## src/sv/sliding_window_counter_limiter_macros.svh

```systemverilog
// Assertion macros for the sliding window counter limiter
`ifndef SLIDING_WINDOW_COUNTER_LIMITER_MACROS_SVH
`define SLIDING_WINDOW_COUNTER_LIMITER_MACROS_SVH

// same-cycle implication
`define SWCL_ASSERT_IMPL(label, clk, rst_n, ante, cons) \
    label: assert property (@(posedge clk) disable iff (!rst_n) (ante) |-> (cons)) \
        else $error("swcl assertion failed");

// next-cycle implication
`define SWCL_ASSERT_NEXT(label, clk, rst_n, ante, cons) \
    label: assert property (@(posedge clk) disable iff (!rst_n) (ante) |=> (cons)) \
        else $error("swcl assertion failed");

`endif

```

## src/sv/swcl_pkg.sv

```systemverilog
// Shared types and constants of the sliding window counter limiter
`default_nettype none
package swcl_pkg;
    localparam int SLOTS_DEF   = 1024;
    localparam int KEY_W       = 10;
    localparam int NOW_W       = 32;
    localparam int CNT_W       = 16;
    localparam int WIN_W       = 12;
    localparam int WAIT_W      = 22;
    localparam int PROD_W      = CNT_W + WIN_W;
    localparam int DIVD_W      = 32;
    localparam int NBIT_W      = 6;
    localparam logic [CNT_W-1:0] LIMIT_RST = 16'd10;
    localparam logic [WIN_W-1:0] WIN_RST   = 12'd60;
    localparam logic REG_LIMIT  = 1'b0;
    localparam logic REG_WINDOW = 1'b1;

    typedef enum logic [1:0] {
        DIV_TIME,
        DIV_EST
    } t_div_op;

    typedef struct packed {
        logic    clr_step;
        logic    latch;
        logic    div_go;
        t_div_op div_op;
        logic    mem_rd;
        logic    upd;
        logic    mul;
        logic    fin;
    } t_dp_cmd;

    typedef struct packed {
        logic clr_last;
        logic div_busy;
    } t_dp_sts;
endpackage
`default_nettype wire

```

## src/sv/swcl_ctrl.sv

```systemverilog
// Controller state machine sequencing the datapath
`default_nettype none
`include "sliding_window_counter_limiter_macros.svh"
module swcl_ctrl (
    input  wire logic              i_clk,
    input  wire logic              i_rst_n,
    input  wire logic              i_start,
    input  wire swcl_pkg::t_dp_sts i_sts,
    output swcl_pkg::t_dp_cmd      o_cmd,
    output logic                   o_busy
);
    typedef enum logic [3:0] {
        S_CLEAR,
        S_IDLE,
        S_KEY,
        S_TGO,
        S_TWAIT,
        S_UPD,
        S_MUL,
        S_EGO,
        S_EWAIT,
        S_FIN
    } t_state;

    t_state r_state;
    t_state n_state;

    always_comb begin
        n_state = r_state;
        o_cmd   = '0;
        o_cmd.div_op = swcl_pkg::DIV_TIME;
        case (r_state)
            S_CLEAR: begin
                o_cmd.clr_step = 1'b1;
                if (i_sts.clr_last) n_state = S_IDLE;
            end
            S_IDLE: begin
                if (i_start) begin
                    o_cmd.latch = 1'b1;
                    n_state     = S_KEY;
                end
            end
            // slot reduction settles
            S_KEY: begin
                n_state = S_TGO;
            end
            S_TGO: begin
                o_cmd.div_go = 1'b1;
                o_cmd.mem_rd = 1'b1;
                n_state      = S_TWAIT;
            end
            S_TWAIT: begin
                if (!i_sts.div_busy) n_state = S_UPD;
            end
            S_UPD: begin
                o_cmd.upd = 1'b1;
                n_state   = S_MUL;
            end
            S_MUL: begin
                o_cmd.mul = 1'b1;
                n_state   = S_EGO;
            end
            S_EGO: begin
                o_cmd.div_go = 1'b1;
                o_cmd.div_op = swcl_pkg::DIV_EST;
                n_state      = S_EWAIT;
            end
            S_EWAIT: begin
                o_cmd.div_op = swcl_pkg::DIV_EST;
                if (!i_sts.div_busy) n_state = S_FIN;
            end
            S_FIN: begin
                o_cmd.fin = 1'b1;
                n_state   = S_IDLE;
            end
            default: n_state = S_IDLE;
        endcase
    end

    always_ff @(posedge i_clk) begin
        if (!i_rst_n) begin
            r_state <= S_CLEAR;
            o_busy  <= 1'b1;
        end else begin
            r_state <= n_state;
            o_busy  <= n_state != S_IDLE;
        end
    end

    `SWCL_ASSERT_IMPL(a_go_when_free, i_clk, i_rst_n, o_cmd.div_go, !i_sts.div_busy)
    `SWCL_ASSERT_NEXT(a_accept_busy, i_clk, i_rst_n, (r_state == S_IDLE) && i_start, o_busy)
    `SWCL_ASSERT_IMPL(a_clear_busy, i_clk, i_rst_n, r_state == S_CLEAR, o_busy)
endmodule
`default_nettype wire

```

## config.mk

```make
export PLATFORM = sky130hd
export DESIGN_NAME = swcl_ctrl
export DESIGN_NICKNAME = d
export VERILOG_FILES = /design/src/sv/swcl_pkg.sv /design/src/sv/swcl_ctrl.sv
export VERILOG_INCLUDE_DIRS = /design/src /design/src/sv
export SDC_FILE = /design/constraint.sdc
export NUM_CORES = 1
export LEC_CHECK = 0
export ABC_AREA = 1
export BUFFER_PORTS_ARGS = -buffer_cell sky130_fd_sc_hd__buf_2
export CORE_AREA = 2 2 39 41
export DETAILED_ROUTE_END_ITERATION = 7
export DIE_AREA = 0 0 41 43
export PLACE_DENSITY = 0.52
export SKIP_CTS_REPAIR_TIMING = 1
export SYNTH_ARGS = -nofsm -noshare
export SYNTH_HDL_FRONTEND = slang
export SYNTH_SLANG_ARGS = --single-unit
```

## constraint.sdc

```tcl
create_clock -name i_clk -period 1.3 [get_ports i_clk]
set_clock_uncertainty 0.1 [all_clocks]
set_input_delay 0.26 -clock i_clk [delete_from_list [all_inputs] [get_ports i_clk]]
set_output_delay 0.26 -clock i_clk [all_outputs]
set_load 0.01 [all_outputs]
```

==> results of run 1 <==
final cells by class:
| class | instances | area (sq um) | area share (%) |
|---|---|---|---|
| multi-input combinational | 38 | 206 | 38.4 |
| tap | 16 | 20.0 | 3.72 |
| sequential | 5 | 115 | 21.4 |
| inverter | 10 | 42.5 | 7.91 |
| timing repair buffer | 20 | 128 | 23.7 |
| clock buffer | 4 | 26.3 | 4.88 |
through the flow:
step / setup WS, ps / total power [mW]
final: -190 / 0.504
after global routing: -259 / 0.543
after global placement: -6.63 / 0.303
after CTS: -263 / 0.485
after floorplan: 154 / 0.256
after detailed placement: 7.65 / 0.304
worst max path at each step:
stage               depth (start not counted)                  start  endpoint
finish                                      5  r_state[0]$_SDFF_PN0_  o_cmd[8]
global route                                6  r_state[3]$_SDFF_PN0_  o_cmd[4]
CTS                                         6  r_state[1]$_SDFF_PN0_  o_cmd[4]
detailed placement                          6  r_state[1]$_SDFF_PN0_  o_cmd[4]
global placement                            6  r_state[2]$_SDFF_PN0_  o_cmd[4]
floorplan                                   4  r_state[1]$_SDFF_PN0_  o_cmd[4]
power groups by stage:
stage               logic, mW  clock network, mW  registers [mW]
CTS                     0.124              0.184           0.177
detailed placement      0.124                  0           0.180
global placement        0.123                  0           0.180
global route            0.168              0.194           0.181
floorplan              0.0758                  0           0.181
finish                  0.150              0.175           0.179
state kept, by name, summed over array words and instances (netlist names):
name,flops
r_state,4
o_busy,1
logic make-up (layout without fill, tap and decap cells):
group | count (synthesis) | count (layout) | share of synthesized area (%)
other cells | 1 | 1 | 1.18
buf+inv | 11 | 34 | 14.1
simple gates | 35 | 35 | 50.2
compound gates | 2 | 2 | 3.13
flops | 5 | 5 | 31.4
Yosys cell counts, drive strengths merged:
| master | count | area, sq um |
|---|---|---|
| a21oi | 1 | 5.00 |
| buf | 1 | 7.51 |
| clkinv | 1 | 3.75 |
| conb | 1 | 3.75 |
| dfxtp | 5 | 100 |
| inv | 9 | 33.8 |
| nand2 | 12 | 47.6 |
| nand3 | 5 | 30.0 |
| nor2 | 16 | 72.6 |
| nor3 | 2 | 10.0 |
| o21ai | 1 | 5.00 |
layer usage:
layer  vias up  wire (um)  share of wire [%]  track usage, %
met5         -          0                  0               0
met4         0          0                  0            6.00
met3         0         31                4.1            3.14
met2         9        396                 53            14.4
met1       158        323                 43            11.0
li1        204          -                  -               -
==> impl_metrics.py, run 1 <==
metrics = {
    "status": {
        "status": "finished, violations left",
        "violations": "negative setup slack",
    },
    "cells_and_area": {
        "area_delta_synth_final_pct": 68.6,
        "fin_cells": 93,
        "final_area_sq_um": 538,
        "final_cell_mix": "nor2_1 (13), buf_2 (12), nand2_1 (6), buf_4 (6)",
        "antenna_cells": 0,
        "drive_above_1_share_pct": 57.1,
        "nFillCells": 151,
        "fin_util_pct": 38.9,
        "fin_nets": 83,
        "layout.cells.most_common": "nor2_1",
    },
    "detailed_routing": {
        "drt_wl_total_um": 750,
        "drc": 0,
        "via_per_inst": 3.99,
        "ant_nets": 0,
        "drt_iter0_markers": 0,
        "firstDrtPassIters": 1,
        "routedWlPerCell_um": 8.06,
        "route.vias.total": 371,
    },
    "setup_path": {
        "path_cells": "inv_4 > nand2_4 > buf_6 > nor3_2 > buf_2",
        "critical_path_arrival_ps": 1130,
        "r2r-end": "r_state[0]$_SDFF_PN0_",
        "end_kind": "primary output",
        "worstPathMaxFanout": 4,
        "criticalPathCategory": "flip-flop to primary output",
        "rrSetupSlack_ps": 200,
        "cp-start-kind": "flip-flop",
        "critical_path_buf_inv_count": 3,
        "critical-path-max-stage-delay_ps": 360,
        "regToRegStartpoint": "r_state[3]$_SDFF_PN0_",
        "slowest_stage": "dfxtp_4",
        "rr_worst_depth": 8,
        "cp_data_required_time_ps": 940,
        "cpLargestDelayFamily": "flip-flops",
    },
    "power_and_ir_drop": {
        "leakagePower_nw": 0.284,
        "p_sw_mw": 0.151,
        "power.share.clock_pct": 34.8,
        "powerDensity_nw_per_um2": 937,
        "ir_worst_vdd_v": 0.000594,
        "comb_power_share_pct": 29.7,
        "p_int_mw": 0.353,
        "pwr-share-seq_pct": 35.5,
        "p_sw_share_pct": 30.0,
    },
    "placement": {
        "place.gp.congestion": 0.764,
        "hpwl_um": 619,
        "dp.cells": 87,
        "port_buffers": 13,
        "post_dp_cell_area_sq_um": 434,
    },
    "timing": {
        "min_period_over_period_pct": 115,
        "finalCriticalPeriod_ps": 1490,
        "rsz0062_at_grt": "true",
        "fmax_ghz": 0.671,
        "setup_viol": 7,
        "fin_ws_ps": -190,
        "maxSlewViolCount": 0,
        "fin_tns_setup_ps": -783,
        "hold_violations": 0,
        "whs_ps": 97.7,
    },
    "clock_tree": {
        "cts_tree": "yes",
        "clk_pin_slew_worst_paths_ps": 40,
        "clk_latency_ps": 240,
        "clock_sinks": 5,
        "root_buffer": "clkbuf_4",
        "cts_inserted_buffers": 3,
        "clk_path_buf_depth": 2,
        "htreeDepth": 1,
    },
    "worst_hold_path": {
        "whs_endpoint": "o_busy$_SDFF_PN1_",
        "hold_path_depth": 2,
        "worstHoldStart": "i_rst_n",
        "hold_path_class": "input port to flip-flop",
    },
    "floorplan": {
        "pin_count": 15,
        "rows": 14,
        "die-area_sq_um": 1760,
        "dieHeight_um": 43,
        "initial_core_util_pct": 23.1,
        "core-area_sq_um": 1380,
        "die_w_um": 41,
    },
    "global_routing": {
        "grt_max_degree": 7,
        "grt_pass1_wl_um": 1120,
        "grt_antenna_before_repair": 0,
        "grt_overflow": 0,
        "grt_pass1_vias": 308,
        "grt.total_usage_pct": 9.55,
    },
    "synth": {
        "yosysWarnings": 0,
        "seq_area_frac_synth_pct": 31.4,
        "ys_ff_latch": 5,
        "netlist_area_sq_um": 319,
        "syn_area_per_cell_sq_um": 5.91,
        "syn_inst": 54,
        "syn-num-nets": 59,
        "ys_types": 16,
    },
    "job": {
        "max_cap_viol_count": 0,
    },
}
Power figures use the tool's default switching activity.
==> inputs of run 2 (changes only) <==
--- a/config.mk
+++ b/config.mk
@@ -6,12 +6,11 @@
 export SDC_FILE = /design/constraint.sdc
 export NUM_CORES = 1
 export LEC_CHECK = 0
-export ABC_AREA = 1
 export BUFFER_PORTS_ARGS = -buffer_cell sky130_fd_sc_hd__buf_2
 export CORE_AREA = 2 2 39 41
 export DETAILED_ROUTE_END_ITERATION = 7
 export DIE_AREA = 0 0 41 43
-export PLACE_DENSITY = 0.52
+export PLACE_DENSITY = 0.44
 export SKIP_CTS_REPAIR_TIMING = 1
 export SYNTH_ARGS = -nofsm -noshare
 export SYNTH_HDL_FRONTEND = slang
==> run 2 against run 1 <==
Against the previous run:
- the run still ends with negative setup slack left
- setup slack worse by 63 ps
- area after synthesis up 0.78%
- critical path depth is 2 lower
- critical path type unchanged
- largest cell class unchanged
==> impl_metrics.py, run 2 <==
metrics = {
    "setup_path": {
        "critical_path_arrival_ps": 1190,
        "criticalPathCategory": "flip-flop to primary output",
        "rrSetupSlack_ps": -50,
        "end_kind": "primary output",
        "cp_data_required_time_ps": 940,
        "worstPathMaxFanout": 5,
        "cp-start-kind": "flip-flop",
        "r2r-end": "r_state[0]$_SDFF_PN0_",
        "rr_worst_depth": 5,
        "regToRegStartpoint": "r_state[3]$_SDFF_PN0_",
    },
    "floorplan": {
        "die_w_um": 41,
        "dieHeight_um": 43,
        "core-area_sq_um": 1380,
        "rows": 14,
        "pin_count": 15,
        "die-area_sq_um": 1760,
        "initial_core_util_pct": 23.2,
    },
    "cells_and_area": {
        "layout.cells.most_common": "buf_2",
        "final_area_sq_um": 553,
        "drive_above_1_share_pct": 61.7,
        "area_delta_synth_final_pct": 72.0,
        "fin_util_pct": 40.0,
        "antenna_cells": 0,
        "regArea_sq_um": 108,
        "final_cell_mix": "buf_2 (13), buf_4 (5), nand2b_1 (4), buf_6 (4)",
        "multi_input_area_sq_um": 251,
        "nFillCells": 142,
        "top_register": "r_state",
        "largest_reg_flops": 4,
        "reg_top3": "r_state x4, o_busy x1",
        "fin_nets": 66,
    },
    "clock_tree": {
        "htreeDepth": 1,
        "clk_pin_slew_worst_paths_ps": 40,
        "root_buffer": "clkbuf_4",
        "cts_tree": "yes",
        "clk_latency_ps": 240,
        "cts_inserted_buffers": 3,
        "clock_sinks": 5,
        "clk_path_buf_depth": 2,
    },
    "timing": {
        "setup_viol": 9,
        "min_period_over_period_pct": 119,
        "fmax_ghz": 0.644,
        "rsz0062_at_grt": "true",
        "maxSlewViolCount": 0,
        "hold_violations": 0,
        "finalCriticalPeriod_ps": 1550,
        "fin_ws_ps": -253,
        "whs_ps": 129,
    },
    "synth": {
        "async_reset_ff_share_pct": 0,
        "synthTopCellsByCount": "dfxtp_1 (5), nand2b_1 (5), nor2_1 (4)",
        "synth_compound_area_share_pct": 18.7,
        "synth_edf_count": 0,
        "synth_top_family_by_area": "simple AND/OR/NAND/NOR gates",
        "synth_xor_area_share_pct": 2.72,
        "synthAdderAreaFrac_pct": 0,
        "synth_top_area_share_pct": 31.1,
        "netlist_area_sq_um": 322,
        "syn-num-nets": 43,
        "synth-simple-area-share_pct": 37.7,
        "ys_types": 25,
        "ys_ff_latch": 5,
        "syn_inst": 38,
        "syn_area_per_cell_sq_um": 8.46,
        "seq_area_frac_synth_pct": 31.1,
        "synth_largest_area_cell": "dfxtp_1",
        "synth_mux_area_share_pct": 0,
        "yosysWarnings": 0,
        "synth_area_leaders": "dfxtp_1 (31%), nand2b_1 (9.7%), nor2_1 (4.7%)",
        "synth_ff_type": "dfxtp_1",
    },
    "power_and_ir_drop": {
        "power.share.clock_pct": 32.8,
        "p_int_mw": 0.385,
        "p_sw_mw": 0.166,
        "p_sw_share_pct": 30.1,
        "powerDensity_nw_per_um2": 996,
        "total_power_mw": 0.551,
        "leakagePower_nw": 0.249,
        "pwr-share-seq_pct": 34.3,
        "comb_power_share_pct": 32.9,
        "ir_worst_vdd_v": 0.000715,
    },
    "detailed_routing": {
        "drt_wl_total_um": 858,
        "ant_nets": 0,
        "drc": 0,
        "firstDrtPassIters": 2,
        "via_per_inst": 4.47,
        "route.vias.total": 340,
        "routedWlPerCell_um": 11.3,
        "drt_iter0_markers": 4,
    },
    "global_routing": {
        "grt_antenna_before_repair": 0,
        "grt.total_usage_pct": 10.3,
        "grt_pass1_wl_um": 1110,
        "grt_max_degree": 12,
        "grt_pass1_vias": 303,
        "grt_overflow": 0,
    },
    "worst_hold_path": {
        "whs_endpoint": "o_busy$_SDFF_PN1_",
        "hold_path_depth": 2,
        "worstHoldStart": "i_rst_n",
        "hold_path_class": "input port to flip-flop",
    },
    "placement": {
        "post_dp_cell_area_sq_um": 438,
        "place.gp.congestion": 0.667,
        "port_buffers": 13,
    },
    "job": {
        "max_cap_viol_count": 0,
    },
    "status": {
        "violations": "negative setup slack",
        "status": "finished, violations left",
    },
}
## run 2: critical path: stages, from the launching register on
cell and delay, ps:
dfxtp_2 350, or2b_1 270, a2bb2o_4 240, buf_6 90
## run 2: how the worst max path moves through the flow
stage	from	to	slack, ps	cells past startpoint
after floorplan	r_state[2]$_SDFF_PN0_	r_state[0]$_SDFF_PN0_	-60	4
after global placement	r_state[2]$_SDFF_PN0_	o_cmd[4]	-40	3
after detailed placement	r_state[2]$_SDFF_PN0_	o_cmd[4]	-60	3
after CTS	r_state[2]$_SDFF_PN0_	o_cmd[4]	-330	3
after global routing	r_state[2]$_SDFF_PN0_	o_cmd[2]	-330	4
final	r_state[2]$_SDFF_PN0_	o_cmd[4]	-250	3
## run 2: layer usage
| metal | GRT usage, % | up-vias | share of wire, % |
|---|---|---|---|
| met1 | 11.0 | 152 | 40 |
| met4 | 4.00 | 0 | 0.58 |
| met5 | 0 | - | 0 |
| met2 | 13.8 | 11 | 51 |
| li1 | - | 175 | - |
| met3 | 9.42 | 2 | 8.2 |
## run 2: cell type report
type	instances	area share (%)
Multi-Input combinational cell	29	45.5
Tap cell	16	3.62
Timing Repair Buffer	22	26.7
Clock buffer	4	4.75
Sequential cell	5	19.5
## run 2: power by group through the flow
stage,clock (mW),combinational [mW],sequential [mW]
2_1_floorplan,0,0.0873,0.184
3_3_place_gp,0,0.148,0.187
3_5_place_dp,0,0.148,0.185
4_1_cts,0.188,0.148,0.182
5_1_grt,0.215,0.197,0.190
6_report,0.181,0.181,0.189
## run 2: per-stage QoR
step	setup TNS (ps)	instances	worst slack, ps
6_report	-1490	76	-253
2_1_floorplan	-111	38	-64.6
3_3_place_gp	-81.3	70	-42.6
3_5_place_dp	-156	70	-61.7
4_1_cts	-1880	74	-328
5_1_grt	-2220	76	-333
## run 2: logic make-up after synthesis
kind of cell	Yosys count
compound gates	7
xor+xnor	1
buf+inv	4
flops	5
other cells	1
simple gates	20
==> inputs of run 3 (changes only) <==
--- a/config.mk
+++ b/config.mk
@@ -6,11 +6,12 @@
 export SDC_FILE = /design/constraint.sdc
 export NUM_CORES = 1
 export LEC_CHECK = 0
-export BUFFER_PORTS_ARGS = -buffer_cell sky130_fd_sc_hd__buf_2
 export CORE_AREA = 2 2 39 41
+export CTS_BUF_LIST = sky130_fd_sc_hd__clkbuf_8
 export DETAILED_ROUTE_END_ITERATION = 7
 export DIE_AREA = 0 0 41 43
-export PLACE_DENSITY = 0.44
+export DONT_BUFFER_PORTS = 1
+export PLACE_DENSITY = 0.34
 export SKIP_CTS_REPAIR_TIMING = 1
 export SYNTH_ARGS = -nofsm -noshare
 export SYNTH_HDL_FRONTEND = slang
==> run 3 against run 2 <==
Against the previous run:
- the flow still finishes with violations (negative setup slack)
- non-clock buffer count decreased by 9
- count of clock-buffer cells in the layout shrank 1
- highest routed layer unchanged
- sequential power rose by 5%
- combinational power rose by 29%
- largest cell class unchanged
- total power up 29%
==> impl_metrics.py, run 3 (synthesized netlist as in run 2, its figures left out) <==
metrics = {
    "status": {
        "status": "finished, violations left",
        "violations": "negative setup slack",
    },
    "timing": {
        "min_period_over_period_pct": 114,
        "setup_viol": 8,
        "fin_ws_ps": -181,
        "rsz0062_at_grt": "true",
        "fmax_ghz": 0.675,
        "finalCriticalPeriod_ps": 1480,
        "whs_ps": 14.4,
        "maxSlewViolCount": 0,
        "fin_tns_setup_ps": -1060,
        "hold_violations": 0,
    },
    "cells_and_area": {
        "nFillCells": 139,
        "area_delta_synth_final_pct": 86.4,
        "fin_util_pct": 43.3,
        "reg_top3": "r_state x4, o_busy x1",
        "final_cell_mix": "buf_4 (8), nand2b_1 (4), buf_6 (4)",
        "largest_reg_flops": 4,
        "layout.cells.most_common": "buf_4",
        "antenna_cells": 0,
        "top_register": "r_state",
        "drive_above_1_share_pct": 68.6,
        "fin_nets": 57,
    },
    "global_routing": {
        "grt_pass1_wl_um": 1350,
        "grt_antenna_before_repair": 0,
        "grt_pass1_vias": 315,
        "grt_max_degree": 8,
        "grt_overflow": 0,
        "grt.total_usage_pct": 11.7,
    },
    "setup_path": {
        "regToRegStartpoint": "r_state[2]$_SDFF_PN0_",
        "worstPathMaxFanout": 5,
        "cp-start-kind": "flip-flop",
        "cp_data_required_time_ps": 940,
        "critical_path_arrival_ps": 1120,
        "critical_path_buf_inv_count": 2,
        "critical-path-max-stage-delay_ps": 360,
        "end_kind": "primary output",
        "r2r-end": "r_state[0]$_SDFF_PN0_",
        "cpLargestDelayFamily": "flip-flops",
        "crit_start": "r_state[0]$_SDFF_PN0_",
        "worstSetupPathDepth": 3,
        "criticalPathCategory": "flip-flop to primary output",
        "rr_worst_depth": 3,
        "rrSetupSlack_ps": -80,
        "slowest_stage": "dfxtp_4",
        "path_cells": "buf_6 > nor4_4 > buf_4",
    },
    "power_and_ir_drop": {
        "total_power_mw": 0.710,
        "powerDensity_nw_per_um2": 1180,
        "ir_worst_vdd_v": 0.000568,
        "leakagePower_nw": 0.247,
    },
    "floorplan": {
        "die-area_sq_um": 1760,
        "rows": 14,
        "core-area_sq_um": 1380,
        "initial_core_util_pct": 23.2,
        "pin_count": 15,
        "dieHeight_um": 43,
        "die_w_um": 41,
    },
    "detailed_routing": {
        "drc": 0,
        "ant_nets": 0,
        "drt_wl_total_um": 1060,
        "drt_iter0_markers": 5,
        "via_per_inst": 5.09,
        "firstDrtPassIters": 4,
        "routedWlPerCell_um": 15.9,
        "route.vias.total": 341,
    },
    "placement": {
        "pre_cts_ws_ps": -30.4,
        "place.gp.congestion": 0.805,
        "port_buffers": 0,
        "hpwl_um": 608,
    },
    "worst_hold_path": {
        "hold_path_class": "input port to flip-flop",
        "worstHoldStart": "i_rst_n",
        "whs_endpoint": "o_busy$_SDFF_PN1_",
        "hold_path_depth": 1,
    },
    "clock_tree": {
        "cts_tree": "yes",
        "clk_latency_ps": 220,
        "clock_sinks": 5,
        "clk_pin_slew_worst_paths_ps": 40,
        "htreeDepth": 1,
        "clk_path_buf_depth": 2,
        "cts_inserted_buffers": 3,
        "root_buffer": "clkbuf_8",
    },
    "job": {
        "max_cap_viol_count": 0,
    },
}
-- run 3: cell types whose count changed in the layout (fill, tap and decap cells not counted), sizes merged --
| cell | change |
|---|---|
| clkbuf | -1 |
| inv | +1 |
| buf | -9 |
-- run 3: final cells by class --
class	count	area [sq um]	area share, %
sequential	5	110	18.4
clock buffer	3	41.3	6.89
tap	16	20.0	3.34
clock inverter	1	3.75	0.626
multi-input combinational	29	304	50.7
timing repair buffer	13	120	20.0
-- run 3: through the flow --
step                cells  area, sq um
floorplan              38          328
global placement       60          395
detailed placement     60          395
CTS                    64          440
global route           67          599
finish                 67          599
-- run 3: per-layer routing --
layer	share of wire (%)	GRT usage, %	vias up	routed length [um]
met3	6.0	9.42	2	64
met2	56	15.3	15	591
li1	-	-	154	-
met1	38	14.1	170	399
met4	0.85	4.00	0	9
met5	0	0	-	0
-- run 3: how the worst max path moves through the flow --
stage	to	slack (ps)
after floorplan	r_state[0]$_SDFF_PN0_	-60
after global placement	r_state[0]$_SDFF_PN0_	-30
after detailed placement	r_state[0]$_SDFF_PN0_	-30
after CTS	o_cmd[4]	-270
after global routing	o_cmd[8]	-220
final	o_cmd[8]	-180
-- run 3: report_power, final --
part | internal [mW] | total [mW] | switching (mW)
Clock | 0.202 | 0.279 | 0.0766
Sequential | 0.172 | 0.198 | 0.0256
Combinational | 0.132 | 0.233 | 0.101
-- run 3: worst register-to-register path: cells and delay by family (launching register included) --
kind / cells / cell delay (ps)
simple gates: 1 / 400
flops: 1 / 360
compound gates: 2 / 450
